--- config.mk ---
export PLATFORM = sky130hd
export DESIGN_NAME = seven_segment_number_formatter
export DESIGN_NICKNAME = d
export VERILOG_FILES = /design/src/design/snf_pkg.sv /design/src/design/snf_digit_split.sv /design/src/design/snf_seg_encode.sv /design/src/design/seven_segment_number_formatter.sv
export SDC_FILE = /design/constraint.sdc
export NUM_CORES = 1
export LEC_CHECK = 0
export BUFFER_PORTS_ARGS = -buffer_cell sky130_fd_sc_hd__clkbuf_2
export CAP_MARGIN = 0
export CORE_ASPECT_RATIO = 1.5
export CORE_MARGIN = 4
export CORE_UTILIZATION = 40
export DETAILED_ROUTE_END_ITERATION = 8
export PLACE_DENSITY = 0.58
export SLEW_MARGIN = 20
export SYNTH_ARGS = -nofsm -noshare
export SYNTH_HDL_FRONTEND = slang
export SYNTH_SLANG_ARGS = --single-unit
--- constraint.sdc ---
create_clock -name clk -period 11.63 [get_ports clk]
set_input_delay 3.489 -clock clk [delete_from_list [all_inputs] [get_ports clk]]
set_output_delay 3.489 -clock clk [all_outputs]
set_load 0.01 [all_outputs]
--- src/design/snf_pkg.sv ---
// Shared types, constants and segment table for the seven-segment number formatter.
package snf_pkg;

  localparam int DIGITS   = 4;
  localparam int SEG_W    = 8;
  localparam int DATA_W   = DIGITS * SEG_W;
  localparam int IN_W     = 32;

  // Digit codes: 0-9 are decimal digits, then blank and minus
  typedef logic [3:0] code_t;
  localparam code_t CODE_BLANK = 4'd10;
  localparam code_t CODE_MINUS = 4'd11;

  localparam logic [SEG_W-1:0] POINT_BIT = 8'h80;

  // Accepted ranges
  localparam logic signed [15:0] VALUE_MAX = 16'sd9999;
  localparam logic signed [15:0] VALUE_MIN = -16'sd999;
  localparam logic [7:0]         CLOCK_MAX = 8'd99;

  // Digit codes of one word, digit 0 is the leftmost
  typedef struct packed {
    code_t [DIGITS-1:0] code;
    logic               ok;
  } split_t;

  // Segment pattern of one digit code, bits 0-6 are segments a-g
  function automatic logic [SEG_W-1:0] seg_of(input code_t c);
    logic [SEG_W-1:0] s;
    unique case (c)
      4'd0:       s = 8'h3F;
      4'd1:       s = 8'h06;
      4'd2:       s = 8'h5B;
      4'd3:       s = 8'h4F;
      4'd4:       s = 8'h66;
      4'd5:       s = 8'h6D;
      4'd6:       s = 8'h7D;
      4'd7:       s = 8'h07;
      4'd8:       s = 8'h7F;
      4'd9:       s = 8'h6F;
      CODE_MINUS: s = 8'h40;
      default:    s = 8'h00;
    endcase
    return s;
  endfunction

endpackage

--- src/design/snf_digit_split.sv ---
// Range check, decimal digit split and leading-zero blanking for both display modes.
module snf_digit_split (
  input  logic                 mode,
  input  logic signed [15:0]   value,
  input  logic [7:0]           hours,
  input  logic [7:0]           minutes,
  output snf_pkg::split_t      split
);

  // Count the multiples of scale that fit in x, nine parallel compares
  function automatic logic [3:0] dec_digit(input logic [13:0] x, input logic [13:0] scale);
    logic [3:0] d;
    d = 4'd0;
    for (int k = 1; k <= 9; k++) begin
      if (x >= 14'(k) * scale) d = 4'(k);
    end
    return d;
  endfunction

  logic        neg;
  logic [15:0] mag16;
  logic [13:0] mag;
  logic        int_ok;
  logic [3:0]  d_th, d_hu, d_te, d_un;
  logic [13:0] rem_hu, rem_te, rem_un;
  logic        clk_ok;
  logic [3:0]  h_te, h_un, m_te, m_un;
  logic [13:0] h_rem, m_rem;

  // Magnitude and range in integer mode
  assign neg    = value[15];
  assign mag16  = neg ? 16'(-value) : 16'(value);
  assign mag    = mag16[13:0];
  assign int_ok = (value <= snf_pkg::VALUE_MAX) && (value >= snf_pkg::VALUE_MIN);

  // Thousands, hundreds, tens, units
  assign d_th   = dec_digit(mag, 14'd1000);
  assign rem_hu = mag - {10'd0, d_th} * 14'd1000;
  assign d_hu   = dec_digit(rem_hu, 14'd100);
  assign rem_te = rem_hu - {10'd0, d_hu} * 14'd100;
  assign d_te   = dec_digit(rem_te, 14'd10);
  assign rem_un = rem_te - {10'd0, d_te} * 14'd10;
  assign d_un   = rem_un[3:0];

  // Tens and units of hours and minutes
  assign clk_ok = (hours <= snf_pkg::CLOCK_MAX) && (minutes <= snf_pkg::CLOCK_MAX);
  assign h_te   = dec_digit({6'd0, hours}, 14'd10);
  assign h_rem  = {6'd0, hours} - {10'd0, h_te} * 14'd10;
  assign h_un   = h_rem[3:0];
  assign m_te   = dec_digit({6'd0, minutes}, 14'd10);
  assign m_rem  = {6'd0, minutes} - {10'd0, m_te} * 14'd10;
  assign m_un   = m_rem[3:0];

  // Blank leading zeros, place the minus before the first significant digit
  always_comb begin
    split.code[0] = d_th;
    split.code[1] = d_hu;
    split.code[2] = d_te;
    split.code[3] = d_un;
    if (mode) begin
      split.ok      = clk_ok;
      split.code[0] = (h_te == 4'd0) ? snf_pkg::CODE_BLANK : h_te;
      split.code[1] = h_un;
      split.code[2] = m_te;
      split.code[3] = m_un;
    end else begin
      split.ok = int_ok;
      if (!neg) begin
        if (d_th == 4'd0) begin
          split.code[0] = snf_pkg::CODE_BLANK;
          if (d_hu == 4'd0) begin
            split.code[1] = snf_pkg::CODE_BLANK;
            if (d_te == 4'd0) split.code[2] = snf_pkg::CODE_BLANK;
          end
        end
      end else begin
        // Accepted magnitude stays below 1000, so the thousands place is free
        if (d_hu != 4'd0) begin
          split.code[0] = snf_pkg::CODE_MINUS;
        end else if (d_te != 4'd0) begin
          split.code[0] = snf_pkg::CODE_BLANK;
          split.code[1] = snf_pkg::CODE_MINUS;
        end else begin
          split.code[0] = snf_pkg::CODE_BLANK;
          split.code[1] = snf_pkg::CODE_BLANK;
          split.code[2] = snf_pkg::CODE_MINUS;
        end
      end
    end
  end

endmodule

--- src/design/snf_seg_encode.sv ---
// Segment encoding of four digit codes, with point bit and reject blanking.
module snf_seg_encode (
  input  snf_pkg::split_t               split,
  input  logic                          dot_en,
  output logic [snf_pkg::DATA_W-1:0]    segments
);

  // Map each digit, zero everything on a rejected word
  always_comb begin
    for (int i = 0; i < snf_pkg::DIGITS; i++) begin
      if (split.ok) begin
        segments[i*snf_pkg::SEG_W +: snf_pkg::SEG_W] =
          snf_pkg::seg_of(split.code[i]) | (dot_en ? snf_pkg::POINT_BIT : 8'h00);
      end else begin
        segments[i*snf_pkg::SEG_W +: snf_pkg::SEG_W] = '0;
      end
    end
  end

endmodule

--- src/design/seven_segment_number_formatter.sv ---
// Seven-segment number formatter: top level with input register, result register and config.
// Takes one word per clock and returns one result word per clock while out_tready is high:
// the input word is captured in an input register, then digit split, blanking
// and segment lookup run in one pass into the result register. A waiting result holds the
// result register; the input register still takes a word while it is empty, and in_tready
// follows out_tready combinationally once both registers are full. Rejected inputs (integer
// outside -999..9999, hours or minutes above 99) give all-zero segments and out_tuser low.
// cfg_data sets the point bit on every digit of accepted results and is always ready.
module seven_segment_number_formatter (
  input  logic        clk,
  input  logic        rst_n,
  // in_tdata: value[15:0], hours[23:16], minutes[31:24]
  input  logic [31:0] in_tdata,
  // in_tuser: mode (0 integer, 1 hours:minutes)
  input  logic        in_tuser,
  input  logic        in_tvalid,
  output logic        in_tready,
  // out_tdata: digit0_segments[7:0], digit1_segments[15:8],
  //            digit2_segments[23:16], digit3_segments[31:24]
  output logic [31:0] out_tdata,
  // out_tuser: accepted
  output logic        out_tuser,
  output logic        out_tvalid,
  input  logic        out_tready,
  input  logic        cfg_data,
  input  logic        cfg_valid,
  output logic        cfg_ready
);

  logic                           s1_valid_r, s1_valid_nxt;
  logic                           s1_mode_r;
  logic [31:0]                    s1_data_r;
  logic                           dot_en_r;
  logic                           out_valid_r, out_valid_nxt;
  logic [snf_pkg::DATA_W-1:0]     out_data_r;
  logic                           out_user_r;
  logic                           out_adv;
  snf_pkg::split_t                split;
  logic [snf_pkg::DATA_W-1:0]     segments;

  // Advance when the result register is empty or being taken
  assign out_adv   = !out_valid_r || out_tready;
  assign in_tready = !s1_valid_r || out_adv;
  assign cfg_ready = 1'b1;

  always_comb begin
    s1_valid_nxt  = in_tready ? in_tvalid : s1_valid_r;
    out_valid_nxt = out_adv ? s1_valid_r : out_valid_r;
  end

  // Control registers
  always_ff @(posedge clk) begin
    if (!rst_n) begin
      s1_valid_r  <= 1'b0;
      out_valid_r <= 1'b0;
      dot_en_r    <= 1'b0;
    end else begin
      s1_valid_r  <= s1_valid_nxt;
      out_valid_r <= out_valid_nxt;
      if (cfg_valid && cfg_ready) dot_en_r <= cfg_data;
    end
  end

  // Capture the input word
  always_ff @(posedge clk) begin
    if (in_tvalid && in_tready) begin
      s1_mode_r <= in_tuser;
      s1_data_r <= in_tdata;
    end
  end

  snf_digit_split u_split (
    .mode    (s1_mode_r),
    .value   (s1_data_r[15:0]),
    .hours   (s1_data_r[23:16]),
    .minutes (s1_data_r[31:24]),
    .split   (split)
  );

  snf_seg_encode u_encode (
    .split    (split),
    .dot_en   (dot_en_r),
    .segments (segments)
  );

  // Load the result word
  always_ff @(posedge clk) begin
    if (out_adv && s1_valid_r) begin
      out_data_r <= segments;
      out_user_r <= split.ok;
    end
  end

  assign out_tvalid = out_valid_r;
  assign out_tdata  = out_data_r;
  assign out_tuser  = out_user_r;

endmodule

# ---- Word-level counts from Yosys, hierarchy flattened
# Memory sizes are Yosys's and may differ from the RTL's.
# Index checks and enable logic that the tools add are counted.
dict set report totals {
  reg_bits 69
  romBits 448
  out_inout_bits 36
  word_cells 151
  mem_count 4
}
dict set report op_classes {
  addsub 6
  multipliers 5
  n_lt_le_gt_ge 49
  muxes 62
  bitwise_logic 4
  reduce_logical 14
}
# name words word_bits read_ports rd_clocked_by_memory_dff wr line
set mem_list {}
lappend mem_list {{(no name shown)} 16 7 1 0 0 snf_pkg.sv:30} ;# unique case (c)
lappend mem_list {{(no name shown)} 16 7 1 0 0 snf_pkg.sv:30}
lappend mem_list {{(no name shown)} 16 7 1 0 0 snf_pkg.sv:30}
lappend mem_list {{(no name shown)} 16 7 1 0 0 snf_pkg.sv:30}
# op count
set op_table {}
lappend op_table {{>= comparator 14 x 10 -> 1 bit, second input constant} 5}
lappend op_table {{2-to-1 mux 3 bit} 20}
lappend op_table {{2-to-1 mux 4 bit} 15}
lappend op_table {{>= comparator 14 x 13 -> 1 bit, second input constant} 4}
lappend op_table {{>= comparator 14 x 7 -> 1 bit, second input constant} 4}
lappend op_table {{2-to-1 mux 8 bit} 7}
lappend op_table {{>= comparator 8 x 6 -> 1 bit, second input constant} 6}
lappend op_table {{>= comparator 8 x 7 -> 1 bit, second input constant} 6}
lappend op_table {{>= comparator 14 x 6 -> 1 bit, second input constant} 3}
lappend op_table {{>= comparator 14 x 9 -> 1 bit, second input constant} 3}
lappend op_table {{>= comparator 8 x 5 -> 1 bit, second input constant} 4}
lappend op_table {{OR 8 bit} 4}
lappend op_table {{>= comparator 14 x 12 -> 1 bit, second input constant} 2}
lappend op_table {{>= comparator 14 x 5 -> 1 bit, second input constant} 2}
lappend op_table {{2-to-1 mux 12 bit} 2}
lappend op_table {{2-to-1 mux 2 bit} 10}
lappend op_table {{>= comparator 16 x 11 -> 1 bit, second input constant} 1}
lappend op_table {{>= comparator 8 x 4 -> 1 bit, second input constant} 2}
lappend op_table {{<= comparator 16 x 15 -> 1 bit, second input constant} 1}
lappend op_table {{<= comparator 8 x 7 -> 1 bit, second input constant} 2}
lappend op_table {{zero test 4 bit} 4}
lappend op_table {{>= comparator 14 x 11 -> 1 bit, second input constant} 1}
lappend op_table {{>= comparator 14 bit, second input constant} 1}
lappend op_table {{>= comparator 14 x 4 -> 1 bit, second input constant} 1}
lappend op_table {{16 further kinds} 30}

# ---- Logic depth before layout (Yosys ltp)
# An unclocked memory read counts as a cell.
dict set report depth {
  ltp_word 45
  mapped_depth 55
}

# ---- Modules after synthesis
# From an unflattened synthesis, not the netlist that was laid out.
dict set report unflattened {
  hier_cells 806
  area_unflattened_um2 7161.9
}
# mod instances cells_each area_per_inst_um2 seq_area_each_um2
set modules_own_cells {}
lappend modules_own_cells {snf_digit_split 1 592 4083.9 0.0}
lappend modules_own_cells {seven_segment_number_formatter 1 80 2133.3 2042.0}
lappend modules_own_cells {snf_seg_encode 1 134 944.7 0.0}

# ---- Worst setup path after synthesis
# No wires, ideal clock.
dict set report synth_path {
  path_kind {reg-to-reg}
  start {register s1_data_r[0]}
  end {register out_data_r (netlist bit out_tdata[29]), data pin}
  setup_time_ps 163
  arrival_time_ps 11758
  t_required_ps 11467
  setup_slack_ps -291
  path_stages_with_launch 52
  path_buffers 1
  synth_period_minus_slack_ps 11921
  path_cell_list {edfxtp_1 inv_1 ha_1 or4b_4 buf_6 o41ai_2 xor2_1 inv_2 nand2_1 o21ai_0 a21oi_1 inv_1 fa_1 inv_1 fa_1 ha_1 a21o_1 a21oi_1 [... 16 more ...] or2_2 or3_1 o22ai_1 xnor2_1 or4_1 or3_1 a21oi_1 nand2_1 or2_2 ha_1 inv_1 fa_1 xnor2_1 nor2_1 and4_1 a221o_1 or2_2 o221ai_1}
}
dict set report synth_between {
  elab_chain_cells 42
}
# item line
set synth_rtl {}
lappend synth_rtl {{start: declaration} seven_segment_number_formatter.sv:32} ;# logic [31:0] s1_data_r;
lappend synth_rtl {{start signal: assignment} seven_segment_number_formatter.sv:68} ;# s1_data_r <= in_tdata;
lappend synth_rtl {{negation 14 bit} snf_digit_split.sv:32} ;# assign mag16 = neg ? 16'(-value) : 16'(value);
lappend synth_rtl {{2-to-1 mux 14 bit} snf_digit_split.sv:32}
lappend synth_rtl {{>= comparator 14 x 10 -> 1 bit} snf_digit_split.sv:15} ;# if (x >= 14'(k) * scale) d = 4'(k);
lappend synth_rtl {{2-to-1 mux 1 bit} snf_digit_split.sv:15}
lappend synth_rtl {{2-to-1 mux 2 bit (2 in a row)} snf_digit_split.sv:15}
lappend synth_rtl {{2-to-1 mux 3 bit (4 in a row)} snf_digit_split.sv:15}
lappend synth_rtl {{2-to-1 mux 4 bit (2 in a row)} snf_digit_split.sv:15}
lappend synth_rtl {{multiplier 4 x 7 -> 11 bit} snf_digit_split.sv:38} ;# assign rem_hu = mag - {10'd0, d_th} * 14'd1000;
lappend synth_rtl {{[... 17 more ...]} -}
lappend synth_rtl {{2-to-1 mux 3 bit (4 in a row)} snf_digit_split.sv:15}
lappend synth_rtl {{2-to-1 mux 4 bit (2 in a row)} snf_digit_split.sv:15}
lappend synth_rtl {{multiplier 4 x 3 -> 3 bit} snf_digit_split.sv:42} ;# assign rem_un = rem_te - {10'd0, d_te} * 14'd10;
lappend synth_rtl {{subtractor 4 bit} snf_digit_split.sv:42}
lappend synth_rtl {{2-to-1 mux 4 bit} snf_digit_split.sv:60} ;# if (mode) begin
lappend synth_rtl {{memory read (16 x 7 bit)} -}
lappend synth_rtl {{2-to-1 mux 8 bit} snf_seg_encode.sv:11} ;# if (split.ok) begin
lappend synth_rtl {{OR 8 bit} snf_seg_encode.sv:13} ;# snf_pkg::seg_of(split.code[i]) | (dot_en ? snf_pkg::POINT_BIT : 8'h00);
lappend synth_rtl {{end signal: assignment} seven_segment_number_formatter.sv:89} ;# out_data_r <= segments;
lappend synth_rtl {{end: declaration} seven_segment_number_formatter.sv:35} ;# logic [snf_pkg::DATA_W-1:0] out_data_r;
# Parallel ways exist; a longest one is shown, timed or not. The select of a mux whose other input is x is not followed.
# A chain may end at the register's enable or synchronous reset.

# ---- Worst setup path in the final report
dict set report layout_path {
  start {register s1_data_r[1]}
  end {register out_data_r (netlist bit out_tdata[28]), data pin}
}
# The elaborated chain is that of the path after synthesis.

==> impl_metrics.json <==
{
  "status": "finished, final reports clean",
  "synth-edff-count": 63,
  "fin_crit_ns": 11.48,
  "place_inst": 1146,
  "gp_congestion": 0.935,
  "cts_tree": "yes",
  "cpMaxStageDelayCell": "or4_4",
  "syn_to_final_growth_pct": 25.2,
  "htree_levels": 3,
  "tns_ns": 0,
  "critPathLaunchType": "flop",
  "avgRoutedWirePerCell_um": 17.6,
  "syn_area_um2": 7260,
  "final_cell_mix": "buf_4 (88), clkbuf_2 (73), edfxtp_1 (63)",
  "ant_nets": 0,
  "drc_errors": 0,
  "yosysSeqAreaShare_pct": 26.9,
  "whs_path_depth": 1,
  "setup_viol": 0,
  "gr-total-overflow": 0,
  "drive_gt1_share_pct": 28.8,
  "diodes": 0,
  "report.final.slew_viol_count": 0,
  "fin_crit_sh_pct": 98.7,
  "grt_max_degree": 37,
  "clk_pin_slew_ns": 0.06,
  "fmax_ghz": 0.0871,
  "async_flop_share_pct": 0,
  "via_count": 6835,
  "row_count": 60,
  "r2r_end": "out_tdata[28]$_SDFFCE_PN0P_",
  "numCtsBuffers": 9,
  "yosys_register_bits": 66,
  "fin_cells": 1182,
  "grt_first_pass_wirelength_um": 33500,
  "critPathKind": "flop to flop",
  "cts_root_buffer": "clkbuf_16",
  "dieWidth_um": 118,
  "required_ns": 11.72,
  "clockBufferDepth": 2,
  "final_nets": 1083,
  "track_usage_pct": 20.0,
  "detail_route.iter0.violations": 346,
  "reg2reg_slack_ns": 0.15,
  "synth_fp_nets": 948,
  "clkSinkCount": 66,
  "die_h_um": 173,
  "hp-start": "s1_valid_r$_SDFFE_PN0N_",
  "finalWirelength_um": 20800,
  "finalHoldViolations": 0,
  "insertion_delay_ns": 0.34,
  "finClkSkew_ns": 0.00987,
  "avgSynthCellArea_um2": 8.78,
  "final_common_cell": "buf_4",
  "dp_hpwl_um": 16100,
  "grt_pass1_vias": 6846,
  "antenna_found_initial": 0,
  "crit_top_cell": "ha_4",
  "crit_buf_inv": 10,
  "placed_cell_area_um2": 8270,
  "hold_class": "flop to flop",
  "yosys_warnings": 0,
  "drtPass1Iterations": 5,
  "endpoint_kind": "flop",
  "synthCells": 826,
  "cp_top_family": "simple AND/OR/NAND/NOR gates",
  "crit_fanout": 4,
  "synth_top_flop_cell": "edfxtp_1",
  "yosysUniqueCellTypes": 85,
  "max_stage_delay_ns": 0.57,
  "initial_core_util_pct": 40.6,
  "whs_endpoint": "out_tvalid$_SDFFE_PN0P_",
  "worstMarginPinSlew_ns": 0.953,
  "cp_data_arrival_time_ns": 11.57,
  "core_um2": 17900,
  "finalInstanceArea_um2": 9090,
  "via_per_inst": 5.78,
  "die-area_um2": 20400,
  "worstRegToRegCells": 50,
  "maxSlewHeadroom_pct": 36.5,
  "rsz0062_at_grt": "yes",
  "drv_cap": 0,
  "reg2reg_from": "s1_data_r[1]$_DFFE_PP_",
  "pin_count": 75,
  "io_buffer_count": 73
}
==> repair_timing <==
item | CTS | global route
hold buffers | 0 | 0
buffers inserted | 6 | 16
endpoints found under the setup margin | 7 | 16
gates resized for setup | 17 | 70
pin swaps | 10 | 46
==> metal layers <==
metal	global-route usage [%]	part of all wire, %	vias to the layer above
met5	0	0	-
met1	21.4	38	3260
met3	2.45	3.3	56
met2	38.3	55	167
met4	9.29	4.1	0
li1	-	-	3352
==> state kept, by name, indices dropped and copies added, names as in the netlist <==
| signal | cells |
|---|---|
| s1_data_r | 32 |
| out_tdata | 29 |
| out_tvalid | 1 |
| dot_en_r | 1 |
| out_tuser | 1 |
| s1_mode_r | 1 |
| s1_valid_r | 1 |
==> worst register-to-register path, delay by kind of cell, from the launching register on <==
kind / cells / cell delay [ns]
compound gates: 10 / 2.25
fa+ha+maj: 11 / 3.05
flops: 1 / 0.41
buf+inv: 10 / 1.02
simple gates: 15 / 3.93
xor+xnor: 4 / 0.59
==> synth_stat cells, drive strengths merged (4+ instances only) <==
master / instances / area share (%)
mux2i: 15 / 2.1
fa: 13 / 3.6
or2: 11 / 0.95
o21a: 7 / 0.72
clkbuf: 25 / 1.3
a211o: 5 / 0.60
nand3: 13 / 0.90
o2111ai: 7 / 0.84
nand2: 46 / 2.4
nor2b: 13 / 1.1
xnor2: 21 / 2.6
and2: 11 / 0.95
a211oi: 13 / 1.3
buf: 16 / 1.3
nor3b: 7 / 0.72
edfxtp: 63 / 26
o221ai: 7 / 0.84
a21o: 11 / 1.1
a31oi: 13 / 1.1
nand2b: 16 / 1.4
and3: 4 / 0.34
nand3b: 6 / 0.62
o22ai: 6 / 0.52
ha: 70 / 12
o41ai: 6 / 1.4
xor2: 16 / 1.9
nand4: 5 / 0.43
nor2: 54 / 2.8
nor4: 8 / 0.69
o31ai: 7 / 0.72
nor3: 25 / 1.9
o311a: 4 / 0.55
o31a: 7 / 0.84
inv: 71 / 3.7
or4: 7 / 0.78
or3: 13 / 1.1
o211ai: 10 / 1.0
a21oi: 65 / 4.5
a221oi: 5 / 0.60
o21ai: 44 / 3.1
o21bai: 6 / 0.62
==> worst max path at each step <==
| stage | end | from | slack [ns] | depth (start not counted) |
|---|---|---|---|---|
| 2_1_floorplan | out_tdata[29]$_SDFFCE_PN0P_ | s1_data_r[0]$_DFFE_PP_ | 0.009 | 49 |
| 3_3_place_gp | out_tdata[29]$_SDFFCE_PN0P_ | s1_data_r[7]$_DFFE_PP_ | -0.05 | 47 |
| 3_5_place_dp | out_tdata[27]$_SDFFCE_PN0P_ | s1_data_r[0]$_DFFE_PP_ | -0.31 | 51 |
| 4_1_cts | out_tdata[27]$_SDFFCE_PN0P_ | s1_data_r[1]$_DFFE_PP_ | 0.001 | 52 |
| 5_1_grt | out_tdata[28]$_SDFFCE_PN0P_ | s1_data_r[0]$_DFFE_PP_ | -0.26 | 50 |
| 6_report | out_tdata[28]$_SDFFCE_PN0P_ | s1_data_r[1]$_DFFE_PP_ | 0.15 | 50 |
==> logic make-up after synthesis <==
kind of cell / Yosys count / synth area share, %
AOI/OAI and AO/OA: 260 / 25.4
xor gates and xnor gates: 39 / 5.21
adders and majority gates: 84 / 15.8
buffers and inverters: 113 / 6.35
DFF: 66 / 26.9
muxes: 16 / 2.22
other: 1 / 0.0517
and+or+nand+nor: 247 / 18.1
==> area by class of cell <==
type                    count  area [um^2]
flip-flops and latches     66         1950
inverters                  72          273
repair buffers            165         1070
fillers                  1727         8780
well taps                 217          272
clock buffers               9          225
clock inverters             6         58.8
multi-input cells         647         5240
==> per-stage QoR <==
step	setup slack, ns	hold WS [ns]	util (%)
after floorplan	0.00948	0.474	-
after global placement	-0.0494	0.521	46.3
after detailed placement	-0.308	0.529	46.3
after CTS	0.00147	0.550	48.6
after global routing	-0.256	0.570	50.9
final	0.147	0.535	50.9
Power is not shown: default switching activity piles up to over one toggle a cycle in this logic, so the estimate is an artifact.
